**src/rtl/ddm_pkg.sv**
```systemverilog
// Shared constants for the differential drive mixer with link-loss stop.
// No dependencies; imported by the mixer top level and the checker.
package ddm_pkg;

   // Drive and servo limits.
   localparam int FULL_SPEED = 255;
   localparam int SERVO_MAX  = 180;

   // Register reset values that do not depend on the stick width.
   localparam logic [7:0]  DEADZONE_RESET = 8'd5;
   localparam logic [15:0] TIMEOUT_RESET  = 16'd500;
   localparam logic [15:0] TIMER_MAX      = 16'hFFFF;

   // Register indexes on the configuration port (word address).
   localparam logic [1:0] REG_STICK_HIGH = 2'd0;
   localparam logic [1:0] REG_STICK_LOW  = 2'd1;
   localparam logic [1:0] REG_DEADZONE   = 2'd2;
   localparam logic [1:0] REG_TIMEOUT    = 2'd3;

   // Item operation codes.
   localparam logic OP_PACKET = 1'b0;
   localparam logic OP_TICK   = 1'b1;

   // Stick channel codes, in the order the sequencer maps them.
   localparam logic [1:0] CH_SERVO    = 2'd0;
   localparam logic [1:0] CH_TURN     = 2'd1;
   localparam logic [1:0] CH_STRAIGHT = 2'd2;

   // Sequencer states, one-hot.
   typedef enum logic [5:0] {
      ST_IDLE = 6'b000001,
      ST_LOAD = 6'b000010,
      ST_DIV  = 6'b000100,
      ST_POST = 6'b001000,
      ST_MIX  = 6'b010000,
      ST_EMIT = 6'b100000
   } seq_state_type;

endpackage

```
**src/rtl/differential_drive_mixer_estop.sv**
```systemverilog
// Top level of the differential drive mixer with link-loss emergency stop.
// Depends on ddm_pkg and on ddm_divider, the shared iterative divider.
//
// Each transfer on the req_ channel is either a control packet or a one
// millisecond tick, and each one yields exactly one transfer on the rsp_
// channel. A packet maps the servo, turn and straight sticks in turn through
// one shared divider that produces one quotient bit per cycle; each stick
// passes through ST_LOAD, ST_DIV and ST_POST, and the packet then goes
// through ST_MIX and ST_EMIT. A tick updates the link timer in the cycle it
// is accepted and goes straight to ST_EMIT, where its result is loaded into
// the output register once the output is free. req_stall stays high
// from the acceptance of an item until its result has been loaded into the
// output register; the output register holds a stalled result while the
// block goes back to accepting the next item. Configuration is written
// through the APB-style port, registers at byte addresses 0, 4, 8 and 12
// (stick_high, stick_low, deadzone, timeout_ms), and should only be written
// while the block is idle.
module differential_drive_mixer_estop #(
   parameter int STICK_BITS = 12
) (
   input  logic                  clock,
   input  logic                  reset,

   input  logic                  req_valid,
   output logic                  req_stall,
   input  logic                  req_operation,
   input  logic [STICK_BITS-1:0] req_servo_stick,
   input  logic [STICK_BITS-1:0] req_turn_stick,
   input  logic [STICK_BITS-1:0] req_straight_stick,
   input  logic                  req_enable_switch,

   output logic                  rsp_valid,
   input  logic                  rsp_stall,
   output logic [7:0]            rsp_left_forward_pwm,
   output logic [7:0]            rsp_left_reverse_pwm,
   output logic [7:0]            rsp_right_forward_pwm,
   output logic [7:0]            rsp_right_reverse_pwm,
   output logic [7:0]            rsp_servo_deg,
   output logic                  rsp_servo_active,

   input  logic                  psel,
   input  logic                  penable,
   input  logic                  pwrite,
   input  logic [3:0]            paddr,
   input  logic [31:0]           pwdata,
   output logic [31:0]           prdata,
   output logic                  pready
);

   import ddm_pkg::*;

   // Dividend holds |stick - stick_high| * 510 (180 for the servo), which
   // needs nine more bits than a stick. Signed mapped values need two more
   // bits than that, and the mixed sum one more again.
   localparam int SB = STICK_BITS;
   localparam int NW = SB + 9;
   localparam int VW = NW + 2;
   localparam int MW = VW + 1;

   localparam logic signed [MW-1:0] SPEED_HI = MW'(FULL_SPEED);
   localparam logic signed [MW-1:0] SPEED_LO = -MW'(FULL_SPEED);

   // ---------------------------------------------------------------------
   // Configuration registers.
   // ---------------------------------------------------------------------
   logic [SB-1:0] stick_high_ff;
   logic [SB-1:0] stick_low_ff;
   logic [7:0]    deadzone_ff;
   logic [15:0]   timeout_ff;
   logic          cfg_write;

   assign pready    = 1'b1;
   assign cfg_write = psel && penable && pwrite && pready;

   always_ff @(posedge clock) begin
      if (reset) begin
         stick_high_ff <= '1;
         stick_low_ff  <= '0;
         deadzone_ff   <= DEADZONE_RESET;
         timeout_ff    <= TIMEOUT_RESET;
      end else if (cfg_write) begin
         case (paddr[3:2])
            REG_STICK_HIGH: stick_high_ff <= pwdata[SB-1:0];
            REG_STICK_LOW:  stick_low_ff  <= pwdata[SB-1:0];
            REG_DEADZONE:   deadzone_ff   <= pwdata[7:0];
            REG_TIMEOUT:    timeout_ff    <= pwdata[15:0];
            default:        timeout_ff    <= timeout_ff;
         endcase
      end
   end

   always_comb begin
      case (paddr[3:2])
         REG_STICK_HIGH: prdata = 32'(stick_high_ff);
         REG_STICK_LOW:  prdata = 32'(stick_low_ff);
         REG_DEADZONE:   prdata = 32'(deadzone_ff);
         REG_TIMEOUT:    prdata = 32'(timeout_ff);
         default:        prdata = '0;
      endcase
   end

   // ---------------------------------------------------------------------
   // Sequencer and block state.
   // ---------------------------------------------------------------------
   seq_state_type state_ff, state_in;

   logic [1:0]           chan_ff, chan_in;
   logic [15:0]          link_timer_ff, link_timer_in;
   logic                 drive_enabled_ff, drive_enabled_in;
   logic signed [8:0]    left_speed_ff, left_speed_in;
   logic signed [8:0]    right_speed_ff, right_speed_in;
   logic [7:0]           servo_pos_ff, servo_pos_in;

   // Latched packet fields and intermediate values.
   logic [SB-1:0]        servo_stick_ff, turn_stick_ff, straight_stick_ff;
   logic                 enable_ff;
   logic                 neg_ff, den_zero_ff;
   logic signed [VW-1:0] q_ff, q_in;
   logic signed [VW-1:0] turn_ff, straight_ff;

   logic                 rsp_valid_ff, rsp_valid_in;
   logic                 req_accept;
   logic                 out_free;

   assign req_stall  = (state_ff != ST_IDLE);
   assign req_accept = req_valid && !req_stall;
   assign out_free   = !rsp_valid_ff || !rsp_stall;

   // ---------------------------------------------------------------------
   // Operand set-up for the selected stick: |stick - stick_high| scaled by
   // the output span, and the sign of the quotient.
   // ---------------------------------------------------------------------
   logic [SB-1:0]        stick_sel;
   logic signed [SB:0]   diff;
   logic signed [SB:0]   diff_neg;
   logic [SB-1:0]        diff_mag;
   logic signed [SB:0]   den;
   logic signed [SB:0]   den_neg;
   logic [SB-1:0]        den_mag;
   logic [8:0]           span;
   logic [NW-1:0]        num_mag;
   logic                 div_start;
   logic                 div_done;
   logic [NW-1:0]        div_quo;

   always_comb begin
      case (chan_ff)
         CH_SERVO: stick_sel = servo_stick_ff;
         CH_TURN:  stick_sel = turn_stick_ff;
         default:  stick_sel = straight_stick_ff;
      endcase
   end

   assign diff     = $signed({1'b0, stick_sel}) - $signed({1'b0, stick_high_ff});
   assign diff_neg = -diff;
   assign diff_mag = diff[SB] ? diff_neg[SB-1:0] : diff[SB-1:0];
   assign den      = $signed({1'b0, stick_low_ff}) - $signed({1'b0, stick_high_ff});
   assign den_neg  = -den;
   assign den_mag  = den[SB] ? den_neg[SB-1:0] : den[SB-1:0];
   assign span     = (chan_ff == CH_SERVO) ? 9'(SERVO_MAX) : 9'(2 * FULL_SPEED);
   assign num_mag  = NW'(diff_mag) * NW'(span);
   assign div_start = (state_ff == ST_LOAD);

   ddm_divider #(
      .NUM_BITS(NW),
      .DEN_BITS(SB)
   ) u_divider (
      .clock    (clock),
      .reset    (reset),
      .start    (div_start),
      .dividend (num_mag),
      .divisor  (den_mag),
      .done     (div_done),
      .quotient (div_quo)
   );

   // Signed quotient plus the low end of the output range. Equal stick
   // bounds give zero outright, without the offset.
   logic signed [VW-1:0] q_ext;
   logic signed [VW-1:0] q_signed;
   logic signed [VW-1:0] q_offset;

   assign q_ext    = $signed(VW'(div_quo));
   assign q_signed = neg_ff ? -q_ext : q_ext;
   assign q_offset = (chan_ff == CH_SERVO) ? VW'(0) : VW'(FULL_SPEED);

   // Deadzone and servo saturation on the stored mapped value.
   logic signed [VW-1:0] q_neg;
   logic [VW-1:0]        q_mag;
   logic signed [VW-1:0] q_dead;
   logic [7:0]           q_servo;

   assign q_neg  = -q_ff;
   assign q_mag  = q_ff[VW-1] ? q_neg : q_ff;
   assign q_dead = (q_mag < VW'(deadzone_ff)) ? '0 : q_ff;

   always_comb begin
      if (q_ff[VW-1]) begin
         q_servo = 8'd0;
      end else if (q_ff > VW'(SERVO_MAX)) begin
         q_servo = 8'(SERVO_MAX);
      end else begin
         q_servo = q_ff[7:0];
      end
   end

   // Mixing with clamping to full speed in either direction.
   logic signed [MW-1:0] sum_left;
   logic signed [MW-1:0] sum_right;
   logic signed [8:0]    clamp_left;
   logic signed [8:0]    clamp_right;

   assign sum_left  = MW'(straight_ff) - MW'(turn_ff);
   assign sum_right = MW'(straight_ff) + MW'(turn_ff);

   always_comb begin
      if (sum_left > SPEED_HI) begin
         clamp_left = 9'(FULL_SPEED);
      end else if (sum_left < SPEED_LO) begin
         clamp_left = -9'(FULL_SPEED);
      end else begin
         clamp_left = sum_left[8:0];
      end
      if (sum_right > SPEED_HI) begin
         clamp_right = 9'(FULL_SPEED);
      end else if (sum_right < SPEED_LO) begin
         clamp_right = -9'(FULL_SPEED);
      end else begin
         clamp_right = sum_right[8:0];
      end
   end

   // A tick counts the link timer up, saturating at its top value.
   logic [15:0] timer_tick;

   assign timer_tick = (link_timer_ff != TIMER_MAX) ? link_timer_ff + 16'd1 : link_timer_ff;

   always_comb begin
      state_in         = state_ff;
      chan_in          = chan_ff;
      link_timer_in    = link_timer_ff;
      drive_enabled_in = drive_enabled_ff;
      left_speed_in    = left_speed_ff;
      right_speed_in   = right_speed_ff;
      servo_pos_in     = servo_pos_ff;
      q_in             = q_ff;
      case (state_ff)
         ST_IDLE: begin
            if (req_accept) begin
               if (req_operation == OP_TICK) begin
                  link_timer_in = timer_tick;
                  if (timer_tick > timeout_ff) begin
                     drive_enabled_in = 1'b0;
                  end
                  state_in = ST_EMIT;
               end else begin
                  chan_in  = CH_SERVO;
                  state_in = ST_LOAD;
               end
            end
         end
         ST_LOAD: begin
            state_in = ST_DIV;
         end
         ST_DIV: begin
            if (div_done) begin
               q_in     = den_zero_ff ? '0 : q_signed - q_offset;
               state_in = ST_POST;
            end
         end
         ST_POST: begin
            if (chan_ff == CH_SERVO) begin
               servo_pos_in = q_servo;
            end
            if (chan_ff == CH_STRAIGHT) begin
               state_in = ST_MIX;
            end else begin
               chan_in  = chan_ff + 2'd1;
               state_in = ST_LOAD;
            end
         end
         ST_MIX: begin
            left_speed_in    = clamp_left;
            right_speed_in   = clamp_right;
            drive_enabled_in = enable_ff;
            link_timer_in    = '0;
            state_in         = ST_EMIT;
         end
         ST_EMIT: begin
            if (out_free) begin
               state_in = ST_IDLE;
            end
         end
         default: begin
            state_in = ST_IDLE;
         end
      endcase
   end

   always_ff @(posedge clock) begin
      if (reset) begin
         state_ff         <= ST_IDLE;
         chan_ff          <= CH_SERVO;
         link_timer_ff    <= '0;
         drive_enabled_ff <= 1'b0;
         left_speed_ff    <= '0;
         right_speed_ff   <= '0;
         servo_pos_ff     <= '0;
      end else begin
         state_ff         <= state_in;
         chan_ff          <= chan_in;
         link_timer_ff    <= link_timer_in;
         drive_enabled_ff <= drive_enabled_in;
         left_speed_ff    <= left_speed_in;
         right_speed_ff   <= right_speed_in;
         servo_pos_ff     <= servo_pos_in;
      end
   end

   // Packet fields, operand signs and mapped values carry no reset.
   always_ff @(posedge clock) begin
      if (req_accept && (req_operation == OP_PACKET)) begin
         servo_stick_ff    <= req_servo_stick;
         turn_stick_ff     <= req_turn_stick;
         straight_stick_ff <= req_straight_stick;
         enable_ff         <= req_enable_switch;
      end
      if (state_ff == ST_LOAD) begin
         neg_ff      <= diff[SB] ^ den[SB];
         den_zero_ff <= (den == '0);
      end
      q_ff <= q_in;
      if ((state_ff == ST_POST) && (chan_ff == CH_TURN)) begin
         turn_ff <= q_dead;
      end
      if ((state_ff == ST_POST) && (chan_ff == CH_STRAIGHT)) begin
         straight_ff <= q_dead;
      end
   end

   // ---------------------------------------------------------------------
   // Output register. The result is built from the block state at the time
   // the item finishes; all drive legs and the servo read zero while the
   // drive is disabled.
   // ---------------------------------------------------------------------
   logic              emit_load;
   logic signed [8:0] left_neg;
   logic signed [8:0] right_neg;
   logic [7:0]        left_fwd_ff, left_rev_ff;
   logic [7:0]        right_fwd_ff, right_rev_ff;
   logic [7:0]        servo_deg_ff;
   logic              servo_on_ff;

   assign emit_load = (state_ff == ST_EMIT) && out_free;
   assign left_neg  = -left_speed_ff;
   assign right_neg = -right_speed_ff;

   always_comb begin
      rsp_valid_in = rsp_valid_ff;
      if (emit_load) begin
         rsp_valid_in = 1'b1;
      end else if (rsp_valid_ff && !rsp_stall) begin
         rsp_valid_in = 1'b0;
      end
   end

   always_ff @(posedge clock) begin
      if (reset) begin
         rsp_valid_ff <= 1'b0;
      end else begin
         rsp_valid_ff <= rsp_valid_in;
      end
   end

   always_ff @(posedge clock) begin
      if (emit_load) begin
         if (drive_enabled_ff) begin
            left_fwd_ff  <= left_speed_ff[8] ? 8'd0 : left_speed_ff[7:0];
            left_rev_ff  <= left_speed_ff[8] ? left_neg[7:0] : 8'd0;
            right_fwd_ff <= right_speed_ff[8] ? 8'd0 : right_speed_ff[7:0];
            right_rev_ff <= right_speed_ff[8] ? right_neg[7:0] : 8'd0;
            servo_deg_ff <= servo_pos_ff;
            servo_on_ff  <= 1'b1;
         end else begin
            left_fwd_ff  <= 8'd0;
            left_rev_ff  <= 8'd0;
            right_fwd_ff <= 8'd0;
            right_rev_ff <= 8'd0;
            servo_deg_ff <= 8'd0;
            servo_on_ff  <= 1'b0;
         end
      end
   end

   assign rsp_valid             = rsp_valid_ff;
   assign rsp_left_forward_pwm  = left_fwd_ff;
   assign rsp_left_reverse_pwm  = left_rev_ff;
   assign rsp_right_forward_pwm = right_fwd_ff;
   assign rsp_right_reverse_pwm = right_rev_ff;
   assign rsp_servo_deg         = servo_deg_ff;
   assign rsp_servo_active      = servo_on_ff;

endmodule

```
**src/rtl/ddm_divider.sv**
```systemverilog
// Restoring unsigned divider that retires one quotient bit per cycle.
// No dependencies; used by the mixer top level for all stick mappings.
module ddm_divider #(
   parameter int NUM_BITS = 21,
   parameter int DEN_BITS = 12
) (
   input  logic                clock,
   input  logic                reset,
   input  logic                start,
   input  logic [NUM_BITS-1:0] dividend,
   input  logic [DEN_BITS-1:0] divisor,
   output logic                done,
   output logic [NUM_BITS-1:0] quotient
);

   localparam int CNT_BITS = $clog2(NUM_BITS + 1);

   logic [DEN_BITS-1:0] rem_ff, rem_in;
   logic [NUM_BITS-1:0] quo_ff, quo_in;
   logic [DEN_BITS-1:0] den_ff, den_in;
   logic [CNT_BITS-1:0] cnt_ff, cnt_in;
   logic                done_ff, done_in;

   logic [DEN_BITS:0] partial;
   logic [DEN_BITS:0] trial;
   logic              fits;
   logic              busy;

   assign busy    = (cnt_ff != '0);
   assign partial = {rem_ff, quo_ff[NUM_BITS-1]};
   assign trial   = partial - {1'b0, den_ff};
   assign fits    = (partial >= {1'b0, den_ff});

   always_comb begin
      rem_in  = rem_ff;
      quo_in  = quo_ff;
      den_in  = den_ff;
      cnt_in  = cnt_ff;
      done_in = 1'b0;
      if (start) begin
         rem_in = '0;
         quo_in = dividend;
         den_in = divisor;
         cnt_in = CNT_BITS'(NUM_BITS);
      end else if (busy) begin
         rem_in  = fits ? trial[DEN_BITS-1:0] : partial[DEN_BITS-1:0];
         quo_in  = {quo_ff[NUM_BITS-2:0], fits};
         cnt_in  = cnt_ff - CNT_BITS'(1);
         done_in = (cnt_ff == CNT_BITS'(1));
      end
   end

   always_ff @(posedge clock) begin
      if (reset) begin
         cnt_ff  <= '0;
         done_ff <= 1'b0;
      end else begin
         cnt_ff  <= cnt_in;
         done_ff <= done_in;
      end
   end

   always_ff @(posedge clock) begin
      rem_ff <= rem_in;
      quo_ff <= quo_in;
      den_ff <= den_in;
   end

   assign done     = done_ff;
   assign quotient = quo_ff;

endmodule

```
**config.mk**
```make
export PLATFORM = sky130hd
export DESIGN_NAME = differential_drive_mixer_estop
export DESIGN_NICKNAME = d
export VERILOG_FILES = /design/src/rtl/ddm_pkg.sv /design/src/rtl/differential_drive_mixer_estop.sv /design/src/rtl/ddm_divider.sv
export SDC_FILE = /design/constraint.sdc
export NUM_CORES = 1
export LEC_CHECK = 0
export ABC_CLOCK_PERIOD_IN_PS = 15500
export BUFFER_PORTS_ARGS = -buffer_cell sky130_fd_sc_hd__buf_2
export CORE_MARGIN = 1.5
export CORE_UTILIZATION = 50
export CTS_CLUSTER_DIAMETER = 100
export DETAILED_ROUTE_END_ITERATION = 6
export PLACE_DENSITY_LB_ADDON = 0.1
export SKIP_CTS_REPAIR_TIMING = 1
export SLEW_MARGIN = 20
export SYNTH_ARGS = -nofsm -noshare
export SYNTH_HDL_FRONTEND = slang
export SYNTH_HIERARCHICAL = 1
export SYNTH_SLANG_ARGS = --single-unit
```
**constraint.sdc**
```tcl
create_clock -name clock -period 15.5 [get_ports clock]
set_clock_uncertainty 0.2 [all_clocks]
set_input_delay 1.55 -clock clock [delete_from_list [all_inputs] [get_ports clock]]
set_output_delay 1.55 -clock clock [all_outputs]
set_load 0.1 [all_outputs]
```
==> summary.md, run 1 <==
| Metric | Value |
|---|---|
| Die height | ~210 µm |
| Worst-case reg-to-reg path depth | 36 |
| Status | finished clean |
| Area of the multi-input gates | 0.0132 mm² |
| Final GP Congestion | 0.908 |
| Layout cells sized above 1 | 11.1% |
| Core Util, Final | 55.5% |
| Initial antenna violation count | 0 |
| Worst Tran Pin Value | 1.10 ns |
| Drt wl/cell | 17.1 µm |
| Later-pin clock latency in the skew report | approximately 0.55 ns |
| FF/Latch Area | 0.00783 mm² |
| Fmax | approximately 94 MHz |
| Total CTS buffers | 35 |
| DRC viols | 0 |
| Top_reg_cell synth | edfxtp_1 |
| # nets final | 2,807 |
| Crit Path Class | reg2reg |
| Synth Register Bits | 300 |
| Total global-route track usage | 23.0% |
| CP max-delay cell | nor2_1 |
| RSZ-0062 raised after global routing | no |
| Final count of hold timing violations | 0 |
| MaxCap Viol Count | 0 |
| Max-slew headroom | 26.9% |
| CP max FO | 14 |
| H-tree depth | 2 |
| Die width | around 210 µm |
| Worst VDD drop | 0.104 mV |
| Post-DRT Antenna Nets | 0 |
| Most common cell after layout, fill and taps aside | nor2_1 |
| Synthesized area per cell | between 9 and 10 µm² |
| Post-Synthesis Cells | between 2,000 and 2,500 |
| Synth-to-Final Area Change | 10.0% |
| Initial core utilization | 50.5% |
| Worst hold stages | 2 |
| CP max stage delay | 0.88 ns |
| Post-synthesis async set-or-reset flop share | 0% |
| Hold crit path type | reg2reg |
| Final worst setup slack | between 4 and 5 ns |
| Power Density | 119 mW/mm² |
| Synth cell types | 97 |
| IO Port Bufs | 121 |
| # fillers | 4,013 |
| Final period util | 68.3% |
| DRT iter0 DRCs | between 1,000 and 1,500 |
| CTS root buffer | clkbuf_16 |
| Inst Count DP | between 3,000 and 4,000 |
| Vias in the first global route | 16,800 |
| Netlist Area Pre-Place | 0.0223 mm² |
| Setup WS pre-CTS | 4.97 ns |
| First-pass GRT wire length | 86,000 µm |
| DRT Pass-1 Iters | 7 |
| # rows | 77 |
| Clock-pin slew on the worst setup and hold paths | 0.07 ns |
| Crit path top cell by count | a21oi_1 |
| Required time worst endpoint | 15.59 ns |
| GRT overflow | 0 |
| Dpl hpwl | 41,200 µm |
| CTS tree | yes |
| Crit start category | flip-flop |
| Setup TNS | 0 ns |
| Core Region | 0.0441 mm² |
| Yosys warnings | 6 |
| Largest net degree at the start of global routing | 92 |
| WP data arrival | 10.68 ns |
| Sequential share of the synthesized area | a little over a third |
| Routed via count | 17,400 |
| Post-synth EDFFs | 182 |
| Count of final max-slew check failures | 0 |
| Final cell count without fillers | 3,113 |
| Via density | ~5.6 |
| Longest Clk Path Bufs | 3 |
| Final WL | 53,200 µm |
| Worst Setup End Kind | flip-flop |
| Fin crit period | between 10 and 15 ns |
| Clock sinks | 300 |
| Lkg Pwr | 10.4 nW |
| Setup violations, final | 0 |
| Die area | roughly 0.046 mm² |
| Most frequent cells in the layout | 282 x nor2_1, 224 x inv_1, 182 x edfxtp_1, 170 x ha_1, 149 x nand2_1 |
| WHS | 0.258 ns |
| Ant diodes | 0 |
| # IOs | 157 |
area by class of cell:
cell class                      instances  area share [%]
Multi-Input combinational cell       1798            53.8
Inverter                              226            3.46
Clock buffer                           49            4.35
Tap cell                              592            3.02
Sequential cell                       300            31.9
Timing Repair Buffer                  133            2.93
Clock inverter                         15           0.444
path summary, 6_finish.rpt:
path	start	endpoint	slack, ns
worst min register to register	timeout_ff[14]	timeout_ff[14]	0.26
worst max register to register	chan_ff[0]	u_divider/quotient[19]	4.91
worst min-delay path	timeout_ff[14]	timeout_ff[14]	0.26
worst max-delay path	chan_ff[0]	u_divider/quotient[19]	4.91
cells by family after synthesis:
| logic type | Yosys count | synth area share [%] |
|---|---|---|
| simple gates | 821 | 18.5 |
| fa+ha+maj | 232 | 15.1 |
| flops | 300 | 35.2 |
| buf+inv | 332 | 6.01 |
| xor+xnor | 169 | 6.65 |
| other cells | 2 | 0.0337 |
| compound gates | 491 | 15.0 |
| mux | 67 | 3.60 |
through the flow:
| stage | total power [W] | cell area [µm²] |
|---|---|---|
| floorplan | 0.00190 | 22300 |
| global placement | 0.00209 | 23300 |
| detailed placement | 0.00212 | 23300 |
| CTS | 0.00295 | 24500 |
| global route | 0.00313 | 24500 |
| finish | 0.00292 | 24500 |
power by group:
group	internal (W)	switching (W)	total [W]
Clock	0.000486	0.000339	0.000825
Combinational	0.000457	0.000636	0.00109
Sequential	0.000941	0.0000664	0.00101
registers in the layout (all words and copies together), names as in the netlist, 16 cells and up:
| name | count |
|---|---|
| link_timer_ff | 16 |
| straight_ff | 23 |
| turn_ff | 23 |
| u_divider/quotient | 21 |
| q_ff | 23 |
| timeout_ff | 16 |
worst max-delay path, delay by kind of cell, from the launching register on:
| family | cells | cell delay (ns) |
|---|---|---|
| AO/OA/AOI/OAI | 15 | 3.11 |
| adder cells (fa/ha/maj) | 7 | 3.03 |
| AND/OR/NAND/NOR | 6 | 1.74 |
| buffers and inverters | 5 | 1.03 |
| XOR/XNOR | 2 | 0.58 |
| flip-flops | 1 | 0.33 |
| multiplexers | 1 | 0.26 |
cells in the mapped netlist, types with 9 or more instances:
cell type / count / area [µm²]
or2_2: 9 / 56.3
fa_1: 62 / 1240
o21a_1: 22 / 165
inv_1: 224 / 841
nor4_1: 21 / 131
o21bai_1: 9 / 67.6
dfxtp_1: 118 / 2360
nand2b_1: 25 / 156
nor3_1: 66 / 330
nor3b_1: 11 / 82.6
or4_1: 9 / 67.6
nand3_1: 48 / 240
or3_1: 18 / 113
clkbuf_1: 77 / 289
nand4_1: 19 / 119
and2_1: 40 / 250
edfxtp_1: 182 / 5470
a21oi_1: 136 / 681
and3_1: 23 / 144
nor2b_1: 46 / 288
nor2_1: 283 / 1060
xor2_1: 56 / 490
o21ai_0: 77 / 385
a21o_1: 35 / 263
nand2_1: 149 / 559
ha_1: 170 / 2130
mux2_2: 25 / 282
a22oi_1: 17 / 128
o31ai_1: 17 / 128
o22ai_1: 10 / 62.6
a31oi_1: 16 / 100
a221oi_1: 10 / 87.6
xnor2_1: 113 / 990
a211o_1: 24 / 210
buf_4: 18 / 135
a211oi_1: 21 / 158
mux2i_1: 34 / 340
routing by layer:
metal | up-vias | global-route usage (%) | wire, µm
li1 | 8663 | - | -
met1 | 8323 | 29.9 | 23900
met2 | 336 | 39.7 | 25800
met3 | 93 | 2.55 | 1950
met4 | 0 | 7.90 | 1550
met5 | - | 0 | 0
Power figures use the tool's default switching activity.
==> inputs of run 2 (changes only) <==
--- a/config.mk
+++ b/config.mk
@@ -5,7 +5,7 @@
 export SDC_FILE = /design/constraint.sdc
 export NUM_CORES = 1
 export LEC_CHECK = 0
-export ABC_CLOCK_PERIOD_IN_PS = 15500
+export ABC_CLOCK_PERIOD_IN_PS = 10700
 export BUFFER_PORTS_ARGS = -buffer_cell sky130_fd_sc_hd__buf_2
 export CORE_MARGIN = 1.5
 export CORE_UTILIZATION = 50
==> constraint.sdc (replaced) <==
create_clock -name clock -period 10.7 [get_ports clock]
set_clock_uncertainty 0.2 [all_clocks]
set_input_delay 1.07 -clock clock [delete_from_list [all_inputs] [get_ports clock]]
set_output_delay 1.07 -clock clock [all_outputs]
set_load 0.1 [all_outputs]
==> run 2 against run 1 <==
Compared with the run above:
- maximum frequency increased by 8.7%
- worst setup slack worse by 3.9 ns
- die area did not move
- count of clock-buffer cells in the layout did not move
- critical path depth shrank 2
- cell count is 0.26% higher
==> summary.md, run 2 (synthesis results as in run 1) <==
| Metric | Value |
|---|---|
| Flop pwr share | 34.8% (+0.4 points) |
| Layout cells sized above 1 | 11.0% (-0.11 points) |
| # IOs | 157 (unchanged) |
| CTS tree | yes |
| Total CTS buffers | 35 (unchanged) |
| Comb power frac | 37.8% (+0.4 points) |
| Crit start category | flip-flop |
| Via density | 5.52 (-1.2%) |
| DRT Pass-1 Iters | 5 (-2) |
| Hold crit path type | reg2reg |
| Cell-internal power | 0.00270 W (+43%) |
| Count of final max-slew check failures | 0 (unchanged) |
| Synth-to-Final Area Change | 9.87% |
| Required time worst endpoint | 10.77 ns (-4.82 ns) |
| Reg-to-reg critical path endpoint | u_divider/quotient[19] |
| Fin crit period | 9.74 ns (-0.851 ns) |
| Drt wl/cell | 16.8 µm (-1.9%) |
| Reg2reg start | chan_ff[0] |
| Clock-pin slew on the worst setup and hold paths | 0.06 ns (about the same) |
| Setup WS pre-CTS | 1.11 ns (-3.86 ns) |
| Total global-route track usage | 22.6% (-0.44 points) |
| Final period util | 91.1% (+23 points) |
| Final worst setup slack | 0.957 ns (-3.95 ns) |
| Fin area | 0.0245 mm² (-0.15%) |
| Final GP Congestion | 0.903 (-0.57%) |
| Net switching power | 0.00151 W (+45%) |
| Worst hold stages | 2 (unchanged) |
| Crit Path Class | reg2reg |
| Reg2reg setup slack | 0.96 ns (-3.95 ns) |
| Max-slew headroom | 33.3% (+6.3 points) |
| Initial core utilization | 50.5% (unchanged) |
| Hold EP | timeout_ff[13] |
| WP data arrival | 9.82 ns (-0.86 ns) |
| Largest net degree at the start of global routing | 97 (+5.4%) |
| Worst Tran Pin Value | 1.00 ns (-0.0952 ns) |
| # rows | 77 (unchanged) |
| First-pass GRT wire length | 84,700 µm (-1.5%) |
| CP max-delay cell | ha_1 |
| # nets final | 2,815 (+0.29%) |
| Worst VDD drop | 0.148 mV (+42%) |
| Setup TNS | 0 ns (unchanged) |
| Routed via count | 17,200 (-0.99%) |
| GRT overflow | 0 (unchanged) |
| Die height | 214 µm (unchanged) |
| Clock sinks | 300 (unchanged) |
| Registers with the most flip-flops | q_ff (23), straight_ff (23), turn_ff (23) |
| Dpl cell area | 0.0234 mm² (+0.17%) |
| CP max stage delay | 0.68 ns (-0.20 ns) |
| Initial antenna violation count | 1 (+1) |
| Total power | 0.00420 W (+44%) |
| Lkg Pwr | 10.3 nW (-0.14%) |
| Post-DRT Antenna Nets | 0 (unchanged) |
| CTS root buffer | clkbuf_16 |
| Clock share of power | 27.4% (-0.8 points) |
| Vias in the first global route | 16,800 (+0.11%) |
| MaxCap Viol Count | 0 (unchanged) |
| Crit path top cell by count | a21oi_1 |
| Final count of hold timing violations | 0 (unchanged) |
| Fmax | 103 MHz (+8.7%) |
| IO Port Bufs | 121 (unchanged) |
| CP max FO | 14 (unchanged) |
| Die area | 0.0458 mm² (unchanged) |
| Power Density | 172 mW/mm² (+44%) |
| Status | finished clean |
| Core Region | 0.0441 mm² (unchanged) |
| DRC viols | 0 (unchanged) |
| Final cell count without fillers | 3,121 (+0.26%) |
| Setup violations, final | 0 (unchanged) |
| Inst Count DP | 3,057 (+0.26%) |
| Dpl hpwl | 40,500 µm (-1.6%) |
| DRT iter0 DRCs | 943 (-11%) |
| Longest Clk Path Bufs | 3 (unchanged) |
| Most common cell after layout, fill and taps aside | nor2_1 |
| Most frequent cells in the layout | 282 x nor2_1, 224 x inv_1, 182 x edfxtp_1, 170 x ha_1, 149 x nand2_1 |
| H-tree depth | 2 (unchanged) |
| Sw frac | 35.8% (+0.23 points) |
| Ant diodes | 0 (unchanged) |
| Hold Startpoint | timeout_ff[13] |
| Die width | 214 µm (unchanged) |
| Final WL | 52,300 µm (-1.7%) |
| Later-pin clock latency in the skew report | 0.55 ns (about the same) |
| Worst Setup End Kind | flip-flop |
| RSZ-0062 raised after global routing | no |
| Worst-case reg-to-reg path depth | 34 (-5.6%) |
-- run 2: cell types whose count changed in the layout (fill, tap and decap cells not counted), moves of 2 or more --
cell	change
buf_4	+9
clkbuf_1	+8
clkbuf_8	-6
clkinv_1	+2
clkinv_4	-2
-- run 2: stage by stage --
stage	util [%]	hold slack (ns)
floorplan	-	0.236
global placement	52.9	0.244
detailed placement	52.9	0.247
CTS	55.4	0.256
global route	55.4	0.272
finish	55.4	0.256
-- run 2: per-layer routing --
| layer | up-vias | wire, µm | track usage, % |
|---|---|---|---|
| li1 | 8675 | - | - |
| met1 | 8099 | 23300 | 29.1 |
| met2 | 372 | 25500 | 39.1 |
| met3 | 96 | 2020 | 2.58 |
| met4 | 0 | 1530 | 7.94 |
| met5 | - | 0 | 0 |
-- run 2: layout make-up --
cell class	count	area (µm²)
flip-flops and latches	300	7830
well taps	592	741
clock inverters	15	115
repair buffers	141	758
inverters	226	848
fillers	4077	19700
multi-input cells	1798	13200
clock buffers	49	982
-- run 2: power groups by stage --
stage          logic [W]  registers [W]  clock network [W]
3_3_place_gp     0.00155        0.00148                  0
4_1_cts          0.00159        0.00146            0.00118
6_report         0.00159        0.00146            0.00115
3_5_place_dp     0.00158        0.00149                  0
5_1_grt          0.00181        0.00148            0.00122
2_1_floorplan    0.00131        0.00145                  0
-- run 2: worst max-delay path by stage --
| stage | from | endpoint | slack (ns) | cells past startpoint |
|---|---|---|---|---|
| after detailed placement | chan_ff[0] | u_divider/quotient[19] | 1.11 | 34 |
| after floorplan | chan_ff[0] | u_divider/quotient[19] | 2.39 | 36 |
| final | chan_ff[0] | u_divider/quotient[19] | 0.96 | 34 |
| after CTS | chan_ff[0] | u_divider/quotient[19] | 0.96 | 34 |
| after global routing | chan_ff[0] | u_divider/quotient[19] | 0.18 | 34 |
| after global placement | chan_ff[0] | u_divider/quotient[19] | 1.34 | 34 |
-- run 2: worst max-delay path: cells and delay by family (launching register included) --
family	cells	cell delay [ns]
multiplexers	1	0.26
AND/OR/NAND/NOR	5	0.92
XOR/XNOR	2	0.66
AO/OA/AOI/OAI	14	3.03
flip-flops	1	0.34
adder cells (fa/ha/maj)	7	3.44
buffers and inverters	5	0.62
